--- src/rtl/merge_sorter_core_assert.svh ---
// assertion macros for the merge sorter core
// included by merge_sorter_core.sv, no other dependencies
`ifndef MERGE_SORTER_CORE_ASSERT_SVH
`define MERGE_SORTER_CORE_ASSERT_SVH

`ifndef NO_ASSERTIONS

`define MSC_ASSERT_IMPL(lbl, clk, rst_n, ante, cons) \
  lbl: assert property (@(posedge clk) disable iff (!rst_n) (ante) |-> (cons)) \
    else $error("merge_sorter_core: same-cycle check failed");

`define MSC_ASSERT_NEXT(lbl, clk, rst_n, ante, cons) \
  lbl: assert property (@(posedge clk) disable iff (!rst_n) (ante) |=> (cons)) \
    else $error("merge_sorter_core: next-cycle check failed");

`else

`define MSC_ASSERT_IMPL(lbl, clk, rst_n, ante, cons)

`define MSC_ASSERT_NEXT(lbl, clk, rst_n, ante, cons)

`endif

`endif

--- src/rtl/ms_ram.sv ---
// generic simple dual-port ram: one write port, two registered read ports
// write-first on an address collision, no dependencies
`default_nettype none

module ms_ram #(
  parameter int WIDTH = 32,
  parameter int DEPTH = 64
) (
  input  wire logic                     clk,
  input  wire logic                     we,
  input  wire logic [$clog2(DEPTH)-1:0] waddr,
  input  wire logic [WIDTH-1:0]         wdata,
  input  wire logic [$clog2(DEPTH)-1:0] raddr_a,
  input  wire logic [$clog2(DEPTH)-1:0] raddr_b,
  output logic      [WIDTH-1:0]         rdata_a,
  output logic      [WIDTH-1:0]         rdata_b
);

  logic [WIDTH-1:0] mem [DEPTH];

  always_ff @(posedge clk) begin
    if (we) begin
      mem[waddr] <= wdata;
    end
    if (we && (waddr == raddr_a)) begin
      rdata_a <= wdata;
    end else begin
      rdata_a <= mem[raddr_a];
    end
    if (we && (waddr == raddr_b)) begin
      rdata_b <= wdata;
    end else begin
      rdata_b <= mem[raddr_b];
    end
  end

endmodule

`default_nettype wire

--- config.mk ---
export PLATFORM = sky130hd
export DESIGN_NAME = ms_ram
export DESIGN_NICKNAME = d
export VERILOG_FILES = /design/src/rtl/merge_sorter_core_assert.svh /design/src/rtl/ms_ram.sv
export SDC_FILE = /design/constraint.sdc
export NUM_CORES = 2
export LEC_CHECK = 0
export BUFFER_PORTS_ARGS = -buffer_cell sky130_fd_sc_hd__buf_4
export CAP_MARGIN = 10
export CORE_MARGIN = 1
export CORE_UTILIZATION = 57
export CTS_BUF_LIST = sky130_fd_sc_hd__clkbuf_4
export CTS_CLUSTER_DIAMETER = 80
export DETAILED_ROUTE_END_ITERATION = 10
export PLACE_DENSITY = 0.76
export SYNTH_ARGS = -nofsm -noshare
export SYNTH_HDL_FRONTEND = slang
export SYNTH_SLANG_ARGS = --single-unit
--- constraint.sdc ---
create_clock -name clk -period 6.23 [get_ports clk]
set_input_delay 0.3115 -clock clk [delete_from_list [all_inputs] [get_ports clk]]
set_output_delay 0.3115 -clock clk [all_outputs]
set_load 0.1 [all_outputs]
==> metrics.txt <==
# TYPE chip_impl_metric gauge
chip_impl_metric{name="cp.buffers_inverters",unit=""} 4
chip_impl_metric{name="detail_route.vias_per_cell",unit=""} 7.33
chip_impl_metric{name="routability_driven_placement_congestion_ratio",unit=""} 0.884
chip_impl_metric{name="place_ws",unit="ps"} 1730
chip_impl_info{name="status",value="finished clean"} 1
chip_impl_metric{name="timing.setup.tns",unit="ps"} 0
chip_impl_metric{name="final_period_minus_worst_setup_slack",unit="ps"} 6190
chip_impl_metric{name="detailed_place_hpwl",unit="um"} 160000
chip_impl_metric{name="timing.critical_path.fanout_max",unit=""} 30
chip_impl_info{name="layout_top_registers",value="mem: 2048 flops"} 1
chip_impl_metric{name="critPathMaxStageDelay",unit="ps"} 1070
chip_impl_metric{name="yosysWarningCount",unit=""} 0
chip_impl_metric{name="synthesis.area",unit="um^2"} 94600
chip_impl_info{name="hold_path.class",value="input pin to register"} 1
chip_impl_metric{name="route.vias.total",unit=""} 54900
chip_impl_metric{name="track_usage",unit=""} 0.346
chip_impl_info{name="critical_path_startpoint_category",value="register"} 1
chip_impl_info{name="tritoncts",value="yes"} 1
chip_impl_metric{name="crit_arrival",unit="ps"} 5870
chip_impl_metric{name="die_h",unit="um"} 409
chip_impl_info{name="leading_register_cell_type_out_of_synthesis",value="sky130_fd_sc_hd__edfxtp_1"} 1
chip_impl_metric{name="power.density_cell_area",unit="nW/um^2"} 283
chip_impl_metric{name="post_synth_num_cell_types",unit=""} 38
chip_impl_metric{name="maxSlewViolCount",unit=""} 0
chip_impl_metric{name="hold_slack_final",unit="ps"} 120
chip_impl_metric{name="rows",unit=""} 149
chip_impl_metric{name="htree_levels",unit=""} 6
chip_impl_metric{name="tightest_pin_transition",unit="ps"} 1330
chip_impl_metric{name="cts_setup_buffers",unit=""} 0
chip_impl_metric{name="initial_cell_density_of_the_core",unit=""} 0.574
chip_impl_metric{name="grt_pass1_wl",unit="um"} 402000
chip_impl_info{name="timing.critical_path.max_delay_family",value="buffers and inverters"} 1
chip_impl_metric{name="drive_above_1_share",unit=""} 0.443
chip_impl_metric{name="synth_nets",unit=""} 4412
chip_impl_metric{name="final_design_area_no_fill",unit="um^2"} 106000
chip_impl_info{name="critical-path-slowest-cell",value="sky130_fd_sc_hd__a221oi_1"} 1
chip_impl_metric{name="placement.cell_area",unit="um^2"} 98500
chip_impl_metric{name="timing.final.hold_violations",unit=""} 0
chip_impl_metric{name="antenna_found_initial",unit=""} 22
chip_impl_metric{name="synth.yosys.seq_area_share",unit=""} 0.652
chip_impl_metric{name="total_leakage_power",unit="nW"} 34.0
chip_impl_metric{name="finalNetCount",unit=""} 4987
chip_impl_metric{name="power.ir.vdd_worst",unit="V"} 0.000227
chip_impl_metric{name="clock_sinks",unit=""} 2060
chip_impl_metric{name="wl_per_cell",unit="um"} 38.3
chip_impl_metric{name="synth.avg_cell_area",unit="um^2"} 21.7
chip_impl_metric{name="path_clk_slew",unit="ps"} 60
chip_impl_metric{name="post_cts_resize_count",unit=""} 0
chip_impl_info{name="cts_root_buf",value="sky130_fd_sc_hd__clkbuf_4"} 1
chip_impl_metric{name="slew-limit-headroom",unit=""} 0.109
chip_impl_info{name="grt_setup_unrepaired",value="false"} 1
chip_impl_metric{name="post-route-drc-count",unit=""} 0
chip_impl_metric{name="synth-edff-count",unit=""} 2048
chip_impl_info{name="crit_type",value="register to output port"} 1
chip_impl_metric{name="maxClockFrequency",unit="MHz"} 162
chip_impl_info{name="critical-path-top-cell-by-count",value="sky130_fd_sc_hd__buf_4"} 1
chip_impl_metric{name="netlist_instances",unit=""} 4360
chip_impl_metric{name="required",unit="ps"} 5920
chip_impl_metric{name="postRouteAntennaNets",unit=""} 0
chip_impl_metric{name="grt_max_degree",unit=""} 111
chip_impl_metric{name="synthArstFlopShare",unit=""} 0
chip_impl_metric{name="cts_buffers",unit=""} 547
chip_impl_metric{name="cts_buffer_depth",unit=""} 4
chip_impl_metric{name="area_growth_syn_to_layout",unit="%"} 12.2
chip_impl_metric{name="detail_route.iter0.violations",unit=""} 9367
chip_impl_metric{name="io_pins",unit=""} 116
chip_impl_metric{name="final_worst_path_setup_slack",unit="ps"} 44.1
chip_impl_metric{name="drt_first_pass_iters",unit=""} 8
chip_impl_metric{name="drv_cap",unit=""} 0
chip_impl_metric{name="yosys_register_bits",unit=""} 2060
chip_impl_metric{name="design.core.area",unit="um^2"} 165000
chip_impl_metric{name="total_power",unit="W"} 0.0300
chip_impl_metric{name="period_share",unit=""} 0.993
chip_impl_metric{name="flip_flop_count_of_the_largest_register_after_layout",unit=""} 2048
chip_impl_metric{name="setup_violators_final",unit=""} 0
chip_impl_metric{name="die_area",unit="um^2"} 168000
chip_impl_metric{name="globalRoute.totalOverflow",unit=""} 0
chip_impl_metric{name="port_buffers",unit=""} 115
chip_impl_metric{name="finalWirelength",unit="um"} 287000
chip_impl_metric{name="number_of_global_route_vias_before_repair",unit=""} 55700
chip_impl_metric{name="die_w",unit="um"} 409
chip_impl_info{name="cp-end-kind",value="output port"} 1
chip_impl_info{name="largest-register",value="mem"} 1
chip_impl_info{name="worstPathCellList",value="buf_4 > buf_4 > nor2_1 > buf_6 > a221oi_1 > o32a_1 > buf_4"} 1
[through the flow]
step / utilization / instances
final: 0.644 / 7487
after global routing: 0.644 / 7479
after CTS: 0.644 / 7476
after detailed placement: 0.598 / 6478
after global placement: 0.598 / 6475
after floorplan: - / 4360
[worst min-delay path: stages]
cell and delay (ps):
sky130_fd_sc_hd__dlygate4sd3_1 520, sky130_fd_sc_hd__buf_4 90, sky130_fd_sc_hd__dlygate4sd3_1 530
[final timing paths]
path	from	endpoint	slack, ps	cells past startpoint
worst max-delay path	register	rdata_b[20]	40	7
worst min-delay path	raddr_a[4]	register	120	3
[cell usage after synthesis (2+ instances only)]
cell                       number  area (um^2)
sky130_fd_sc_hd__or3_1          2         12.5
sky130_fd_sc_hd__mux4_2      1124        25300
sky130_fd_sc_hd__buf_6         11          124
sky130_fd_sc_hd__o22ai_1       56          350
sky130_fd_sc_hd__edfxtp_1    2048        61500
sky130_fd_sc_hd__a22oi_1       85          638
sky130_fd_sc_hd__nor2b_1       19          119
sky130_fd_sc_hd__o21ai_1       31          155
sky130_fd_sc_hd__nor2_1        94          353
sky130_fd_sc_hd__o21ai_0       18         90.1
sky130_fd_sc_hd__nor3_1         3         15.0
sky130_fd_sc_hd__mux2i_1      204         2040
sky130_fd_sc_hd__a21oi_1       58          290
sky130_fd_sc_hd__mux2_2        36          405
sky130_fd_sc_hd__a32oi_1        9         78.8
sky130_fd_sc_hd__clkbuf_1     135          507
sky130_fd_sc_hd__or2_2          3         18.8
sky130_fd_sc_hd__o32a_1         9         90.1
sky130_fd_sc_hd__and2_1         6         37.5
sky130_fd_sc_hd__buf_2        121          606
sky130_fd_sc_hd__or3b_2         2         17.5
sky130_fd_sc_hd__nand2_1       93          349
sky130_fd_sc_hd__nand4_1        2         12.5
sky130_fd_sc_hd__o221ai_1      16          140
sky130_fd_sc_hd__buf_1         25         93.8
sky130_fd_sc_hd__nand3_1        9         45.0
sky130_fd_sc_hd__buf_4         55          413
sky130_fd_sc_hd__nand3b_1       6         45.0
sky130_fd_sc_hd__nand2b_1       8         50.1
sky130_fd_sc_hd__a211oi_1      15          113
sky130_fd_sc_hd__o211ai_1      27          203
sky130_fd_sc_hd__a221oi_1      13          114
sky130_fd_sc_hd__dfxtp_1       12          240
[per-layer routing]
layer / vias to the layer above / part of all wire / track usage
li1: 20800 / - / -
met1: 28600 / 0.34 / 0.471
met2: 4675 / 0.45 / 0.506
met3: 820 / 0.17 / 0.132
met4: 16 / 0.045 / 0.142
met5: - / 0.00036 / 0
[layout by cell type, fill, tap and decap left out, types with 63 or more instances in the layout]
master,Yosys,final
sky130_fd_sc_hd__a22oi_1,85,85
sky130_fd_sc_hd__buf_4,55,252
sky130_fd_sc_hd__clkbuf_4,0,779
sky130_fd_sc_hd__clkinv_1,0,92
sky130_fd_sc_hd__dlygate4sd3_1,0,89
sky130_fd_sc_hd__edfxtp_1,2048,2048
sky130_fd_sc_hd__mux2i_1,204,204
sky130_fd_sc_hd__mux4_2,1124,1124
sky130_fd_sc_hd__nand2_1,93,92
sky130_fd_sc_hd__nor2_4,0,63
[area by class of cell]
class,count,area [um^2]
well taps,2189,2740
fillers,10900,58700
clock inverters,122,686
diodes,11,27.5
repair buffers,373,3410
flip-flops and latches,2060,61800
multi-input cells,1952,31600
inverters,1,3.75
clock buffers,779,5850
[power breakdown]
part,internal (W),total (W),switching [W]
sequential,0.0153,0.0154,0.000113
combinational,0.00111,0.00301,0.00190
clock,0.00604,0.0115,0.00549
[cell families (layout without fill, tap and decap cells)]
group	Yosys count	after routing	share of synthesized area
simple gates	248	248	0.0115
buf+inv	348	1275	0.0185
compound gates	340	340	0.0242
flops	2060	2060	0.652
mux	1364	1364	0.293
other cells	0	11	0
[repair_timing]
action / in CTS / in global routing
endpoints found under the setup margin: 0 / 0
hold endpoints to repair: 2244 / 0
hold buffers: 97 / 0
Note: power is estimated with default switching activity, not from simulation.
