### src/rtl/merge_sorter_core_assert.svh
// assertion macros for the merge sorter core
// included by merge_sorter_core.sv, no other dependencies
`ifndef MERGE_SORTER_CORE_ASSERT_SVH
`define MERGE_SORTER_CORE_ASSERT_SVH

`ifndef NO_ASSERTIONS

`define MSC_ASSERT_IMPL(lbl, clk, rst_n, ante, cons) \
  lbl: assert property (@(posedge clk) disable iff (!rst_n) (ante) |-> (cons)) \
    else $error("merge_sorter_core: same-cycle check failed");

`define MSC_ASSERT_NEXT(lbl, clk, rst_n, ante, cons) \
  lbl: assert property (@(posedge clk) disable iff (!rst_n) (ante) |=> (cons)) \
    else $error("merge_sorter_core: next-cycle check failed");

`else

`define MSC_ASSERT_IMPL(lbl, clk, rst_n, ante, cons)

`define MSC_ASSERT_NEXT(lbl, clk, rst_n, ante, cons)

`endif

`endif

### src/rtl/ms_pkg.sv
// shared constants, types and helpers of the merge sorter core
// no dependencies
`default_nettype none

package ms_pkg;

  localparam int MAX_ITEMS = 64;
  localparam int ADDR_W    = $clog2(MAX_ITEMS);
  localparam int CNT_W     = $clog2(MAX_ITEMS + 1);
  localparam int DATA_W    = 32;

  typedef logic [CNT_W-1:0]  cnt_t;
  typedef logic [CNT_W:0]    cnt_wide_t;
  typedef logic [ADDR_W-1:0] addr_t;
  typedef logic [DATA_W-1:0] word_t;

  typedef struct packed {
    logic start;
    cnt_t n;
  } merge_ctl_t;

  typedef struct packed {
    logic  en;
    addr_t addr;
    word_t data;
  } ram_wr_t;

  typedef struct packed {
    logic busy;
    logic pass_end;
    logic done;
  } merge_stat_t;

  function automatic cnt_t min_cnt(input cnt_wide_t a, input cnt_t n);
    cnt_t r;
    if (a > {1'b0, n}) begin
      r = n;
    end else begin
      r = a[CNT_W-1:0];
    end
    return r;
  endfunction

endpackage

`default_nettype wire

### src/rtl/ms_merge.sv
// merge pass engine: walks bottom-up merge passes, one element per cycle
// depends on ms_pkg
`default_nettype none

module ms_merge (
  input  wire logic                clk,
  input  wire logic                rst_n,
  input  wire ms_pkg::merge_ctl_t  ctl,
  input  wire ms_pkg::word_t       rd_a,
  input  wire ms_pkg::word_t       rd_b,
  output ms_pkg::addr_t            raddr_a,
  output ms_pkg::addr_t            raddr_b,
  output ms_pkg::ram_wr_t          wr,
  output ms_pkg::merge_stat_t      stat
);

  logic          busy_r, busy_nxt;
  ms_pkg::cnt_t  n_r, n_nxt;
  ms_pkg::cnt_t  w_r, w_nxt;
  ms_pkg::cnt_t  i_r, i_nxt;
  ms_pkg::cnt_t  j_r, j_nxt;
  ms_pkg::cnt_t  k_r, k_nxt;
  ms_pkg::cnt_t  mid_r, mid_nxt;
  ms_pkg::cnt_t  hi_r, hi_nxt;

  logic          take_a;
  logic          blk_end;
  logic          pass_end;
  logic          done;
  ms_pkg::cnt_t  k_inc;
  ms_pkg::cnt_t  w_dbl;
  ms_pkg::cnt_t  nb_mid, nb_hi;
  ms_pkg::cnt_t  np_mid, np_hi;
  ms_pkg::cnt_t  st_hi;

  always_comb begin
    take_a   = (i_r < mid_r) && ((j_r >= hi_r) || ($signed(rd_a) <= $signed(rd_b)));
    k_inc    = k_r + ms_pkg::CNT_W'(1);
    blk_end  = (k_inc == hi_r);
    pass_end = blk_end && (hi_r == n_r);
    w_dbl    = {w_r[ms_pkg::CNT_W-2:0], 1'b0};
    done     = pass_end && (w_dbl >= n_r);
    nb_mid   = ms_pkg::min_cnt({1'b0, hi_r} + {1'b0, w_r}, n_r);
    nb_hi    = ms_pkg::min_cnt({1'b0, hi_r} + {w_r, 1'b0}, n_r);
    np_mid   = ms_pkg::min_cnt({1'b0, w_dbl}, n_r);
    np_hi    = ms_pkg::min_cnt({w_dbl, 1'b0}, n_r);
    st_hi    = ms_pkg::min_cnt(ms_pkg::cnt_wide_t'(2), ctl.n);
  end

  always_comb begin
    busy_nxt = busy_r;
    n_nxt    = n_r;
    w_nxt    = w_r;
    i_nxt    = i_r;
    j_nxt    = j_r;
    k_nxt    = k_r;
    mid_nxt  = mid_r;
    hi_nxt   = hi_r;
    if (ctl.start) begin
      busy_nxt = 1'b1;
      n_nxt    = ctl.n;
      w_nxt    = ms_pkg::CNT_W'(1);
      i_nxt    = '0;
      mid_nxt  = ms_pkg::CNT_W'(1);
      j_nxt    = ms_pkg::CNT_W'(1);
      hi_nxt   = st_hi;
      k_nxt    = '0;
    end else if (busy_r) begin
      if (!blk_end) begin
        if (take_a) begin
          i_nxt = i_r + ms_pkg::CNT_W'(1);
        end else begin
          j_nxt = j_r + ms_pkg::CNT_W'(1);
        end
        k_nxt = k_inc;
      end else if (!pass_end) begin
        // next pair of runs in this pass
        i_nxt   = hi_r;
        mid_nxt = nb_mid;
        j_nxt   = nb_mid;
        hi_nxt  = nb_hi;
        k_nxt   = k_inc;
      end else if (!done) begin
        w_nxt   = w_dbl;
        i_nxt   = '0;
        mid_nxt = np_mid;
        j_nxt   = np_mid;
        hi_nxt  = np_hi;
        k_nxt   = '0;
      end else begin
        busy_nxt = 1'b0;
      end
    end
  end

  always_ff @(posedge clk) begin
    if (!rst_n) begin
      busy_r <= 1'b0;
    end else begin
      busy_r <= busy_nxt;
    end
    n_r   <= n_nxt;
    w_r   <= w_nxt;
    i_r   <= i_nxt;
    j_r   <= j_nxt;
    k_r   <= k_nxt;
    mid_r <= mid_nxt;
    hi_r  <= hi_nxt;
  end

  // read the heads at the next pointer values so the registered data lines up with the pointers
  assign raddr_a       = i_nxt[ms_pkg::ADDR_W-1:0];
  assign raddr_b       = j_nxt[ms_pkg::ADDR_W-1:0];
  assign wr.en         = busy_r;
  assign wr.addr       = k_r[ms_pkg::ADDR_W-1:0];
  assign wr.data       = take_a ? rd_a : rd_b;
  assign stat.busy     = busy_r;
  assign stat.pass_end = busy_r && pass_end;
  assign stat.done     = busy_r && done;

endmodule

`default_nettype wire

### config.mk
export PLATFORM = sky130hd
export DESIGN_NAME = ms_merge
export DESIGN_NICKNAME = d
export VERILOG_FILES = /design/src/rtl/merge_sorter_core_assert.svh /design/src/rtl/ms_pkg.sv /design/src/rtl/ms_merge.sv
export SDC_FILE = /design/constraint.sdc
export NUM_CORES = 1
export LEC_CHECK = 0
export BUFFER_PORTS_ARGS = -buffer_cell sky130_fd_sc_hd__buf_2
export CAP_MARGIN = 0
export CORE_ASPECT_RATIO = 1.4
export CORE_MARGIN = 2
export CORE_UTILIZATION = 56
export CTS_CLUSTER_DIAMETER = 80
export CTS_CLUSTER_SIZE = 20
export DETAILED_ROUTE_END_ITERATION = 7
export PLACE_DENSITY_LB_ADDON = 0.2
export SYNTH_ARGS = -nofsm -noshare
export SYNTH_HDL_FRONTEND = slang
export SYNTH_SLANG_ARGS = --single-unit
### constraint.sdc
create_clock -name clk -period 4.3 [get_ports clk]
set_input_delay 0.215 -clock clk [delete_from_list [all_inputs] [get_ports clk]]
set_output_delay 0.215 -clock clk [all_outputs]
set_load 0.1 [all_outputs]
==> key figures <==
Routing
  – Vias per cell: 6.24
  – Total number of vias: between 6000 and 7000
  – Final routed DRC violation total: 0
  – Initial DRC count: 727
  – Total wire length: between 15000 and 20000 um
  – Routed len/inst: 19.5 um
  – First-pass detailed-route iteration total: 5
  – Post-route antenna net violation count: 0

GRT
  – Initial antenna violation count: 0
  – Largest net degree at the start of global routing: 63
  – Final global-route overflow total: 0
  – Total routing usage reported by global routing: 0.342
  – Vias in the first global route: ~5700
  – First-pass GRT wire length: 28500 um

Timing
  – Final Hold Viols: 0
  – Number of max-slew violations in the final report: 0
  – Setup_tns: 0 ns
  – Worst max-slew margin expressed relative to the limit: 0.466
  – Period Utilization, post-route: 0.960
  – Actual slew at the worst max-slew pin: 0.800 ns
  – Min Tclk post-route: 4.13 ns
  – Layout Skew: 0.00616 ns
  – Fmax achieved: 242 MHz
  – RSZ-0062 raised after global routing: false
  – Number of endpoints failing setup at the final stage: 0

Finish
  – Total Nets Final: 1007
  – Final design utilization: 0.696
  – Most used cells in the layout excluding fill and tap cells: 118 x sky130_fd_sc_hd__buf_2, 83 x sky130_fd_sc_hd__ha_1, 75 x sky130_fd_sc_hd__o21ai_0, 75 x sky130_fd_sc_hd__nand2_1, 71 x sky130_fd_sc_hd__inv_1
  – Number of inserted diodes: 0
  – Area added between synthesis and finish: 21.5%
  – Proportion of layout cells with a drive suffix above 1: 0.227
  – Leading cell type in the layout, fill and taps excluded: sky130_fd_sc_hd__buf_2

Yosys
  – Total nets after synthesis: between 800 and 900
  – Total number of yosys warnings: 0
  – Syn Area/Cell: 7.87 um2
  – Area of the mapped netlist: 5670 um2
  – Share of async-settable or async-resettable flops after synthesis: 0
  – Seq/Total Area, Yosys: 0.201
  – Synth unique cells: 80
  – Synthesis-stage register bit count: 50
  – Xor-xnor portion of the synthesized cell area: 0.0437
  – Post-synth EDFFs: 14
  – Fraction of synthesized area in multiplexers: 0.0287
  – Synth Flop Type: sky130_fd_sc_hd__dfxtp_1
  – Largest family of logic cells by synthesized area: compound AO/OA/AOI/OAI gates
  – Simple-Gate Fraction of Synth Area: 0.186
  – Post-synthesis adder-cell area fraction: 0.197
  – Fraction of the mapped netlist area in compound gates: 0.265
  – Post-synthesis instance total: around 700

Setup path
  – FF-to-FF End: hi_r[0]
  – Setup crit start: hi_r[1]
  – Critical path, cell by cell: ha_1, a211oi_1, nor2_1, o21a_1, nor2_1, xnor2_1, ha_1, o21a_1, o31ai_1, a221o_1, buf_4, nand2_1, o211ai_1, a221oi_1, a211o_1, buf_12
  – Worst path bufs/invs: 2
  – Kind of critical path: reg2out
  – Kind of launch point of the worst setup path: flop
  – Number of cells traversed by the worst register-to-register path: 15
  – R2r startpoint: hi_r[2]
  – Data required time at the worst endpoint: between 4 and 5 ns
  – Critical-path top delay cell: sky130_fd_sc_hd__edfxtp_1
  – Worst path top cell family by delay: compound AO/OA/AOI/OAI gates
  – Critical path endpoint category: output pin
  – Register-to-register setup slack: 0.33 ns
  – Largest fanout of any net on the critical path: 6
  – Worst Path Arrival: 3.91 ns
  – Crit path depth: 16
  – Endpoint of the worst setup timing path: raddr_b[1]
  – Max incr delay on CP: 0.49 ns

Clocking
  – Number of hold buffers added after CTS: 0
  – CTS max path bufs: 2
  – Clock network latency to the later pin of the worst-skew pair: 0.30 ns
  – Number of buffers inserted during clock tree synthesis: 5
  – Clock sink total: 50
  – CTS tree: yes
  – Deepest level of the CTS H-tree: 2
  – Clock transition time at the flip-flop clock pins of the worst setup and hold paths: 0.08 ns
  – Clk root buf: sky130_fd_sc_hd__clkbuf_16

Die
  – Core area: 9900 um2
  – I/O pin count: 128
  – X dimension of the die: 89.1 um
  – Effective utilization at floorplan: 0.573
  – Number of standard-cell rows in the floorplan: 43
  – Die area: roughly 11000 um2
  – Height of the die: 123 um

Outcome
  – Result of the run: completed

Place
  – Gpl congestion: 1.03
  – Detailed placement HPWL: about 15000 um
  – Number of buffers added on ports: around 130

Power and ir drop
  – Leakage power summed over all cells: 3.30 nW
  – Areal power density over the cells: 396 nW/um2
  – Max IR drop VDD: 191 uV

Job
  – Max-capacitance violation count: 0

Worst hold path
  – Class of the tightest hold or removal check: in2reg
[cells in the mapped netlist (all sizes together), types with 7 or more instances]
| library cell | count | area share |
|---|---|---|
| a211oi | 9 | 0.012 |
| a21o | 12 | 0.016 |
| a21oi | 38 | 0.034 |
| a221oi | 10 | 0.015 |
| a31oi | 8 | 0.0099 |
| and3 | 7 | 0.0077 |
| buf | 17 | 0.022 |
| clkbuf | 15 | 0.0099 |
| dfxtp | 36 | 0.13 |
| edfxtp | 14 | 0.074 |
| ha | 86 | 0.19 |
| inv | 71 | 0.047 |
| mux2i | 14 | 0.025 |
| nand2 | 77 | 0.052 |
| nand3 | 24 | 0.024 |
| nand4 | 13 | 0.014 |
| nor2 | 40 | 0.029 |
| nor2b | 12 | 0.013 |
| nor3 | 10 | 0.0088 |
| o211ai | 9 | 0.012 |
| o21ai | 77 | 0.069 |
| o31ai | 9 | 0.013 |
| xnor2 | 15 | 0.023 |
| xor2 | 8 | 0.012 |
[state kept, by name, summed over array words and instances (netlist names)]
| register | cells |
|---|---|
| n_r | 7 |
| hi_r | 7 |
| mid_r | 7 |
| k_r | 7 |
| w_r | 7 |
| j_r | 7 |
| busy_r | 1 |
| i_r | 7 |
[final cells by class]
cell class	count	area [um2]
clock buffer	5	125
clock inverter	3	47.5
fill	872	3010
inverter	71	267
multi-input combinational	568	4230
sequential	50	1140
tap	135	169
timing repair buffer	149	915
[where the power goes]
group / leakage [nW] / switching [W] / internal (W)
sequential: 0.431 / 0.0000451 / 0.000514
combinational: 2.78 / 0.00128 / 0.000406
clock: 0.0848 / 0.000206 / 0.000280
[routing by layer]
layer	global-route usage	routed length (um)
met1	0.364	6930
met2	0.646	9700
met3	0.0274	1280
met4	0.184	1180
met5	0	0
[kinds of logic (layout without fill, tap and decap cells)]
| logic type | Yosys count | after routing |
|---|---|---|
| AOI/OAI and AO/OA | 227 | 227 |
| xor gates and xnor gates | 25 | 25 |
| adders and majority gates | 88 | 88 |
| buffers and inverters | 103 | 228 |
| DFF | 50 | 50 |
| muxes | 16 | 16 |
| and+or+nand+nor | 212 | 212 |
[worst register-to-register path, stage by stage (launching register included)]
cell	delay (ns)
sky130_fd_sc_hd__edfxtp_1	0.46
sky130_fd_sc_hd__buf_4	0.21
sky130_fd_sc_hd__ha_1	0.27
sky130_fd_sc_hd__a21o_1	0.18
sky130_fd_sc_hd__a21oi_1	0.21
sky130_fd_sc_hd__o21ai_0	0.11
sky130_fd_sc_hd__a21oi_1	0.18
sky130_fd_sc_hd__xor2_1	0.20
sky130_fd_sc_hd__inv_1	0.06
sky130_fd_sc_hd__ha_1	0.28
sky130_fd_sc_hd__and4_1	0.17
sky130_fd_sc_hd__nand4_1	0.12
sky130_fd_sc_hd__a32o_1	0.22
sky130_fd_sc_hd__a311oi_1	0.45
sky130_fd_sc_hd__a21boi_1	0.30
sky130_fd_sc_hd__a32o_1	0.33
[worst min path at each step]
stage | from | endpoint | slack [ns] | depth (start not counted)
floorplan | ctl[0] | n_r[0] | 0.31 | 0
global placement | ctl[4] | n_r[4] | 0.40 | 1
detailed placement | ctl[4] | n_r[4] | 0.41 | 1
CTS | ctl[4] | n_r[4] | 0.09 | 1
global route | ctl[4] | n_r[4] | 0.09 | 1
finish | ctl[4] | n_r[4] | 0.09 | 1
[through the flow]
step                      area (um2)  hold slack [ns]  setup slack (ns)  std cells  total power, W
after floorplan                 5790            0.314            -0.165        721         0.00190
after global placement          6660            0.402             0.314        970         0.00220
after detailed placement        6660            0.405             0.247        970         0.00222
after CTS                       6840           0.0933            0.0257        979         0.00270
after global routing            6890           0.0900           0.00948        981         0.00285
final                           6890           0.0946             0.172        981         0.00273
[what timing repair did]
| item | in CTS | in global routing |
|---|---|---|
| cloned | 0 | 0 |
| buffers inserted | 1 | 2 |
| pin swaps | 0 | 5 |
| resized for setup | 1 | 11 |
| endpoints found under the setup margin | 2 | 6 |
No activity file was read; power rests on OpenSTA's default activity.
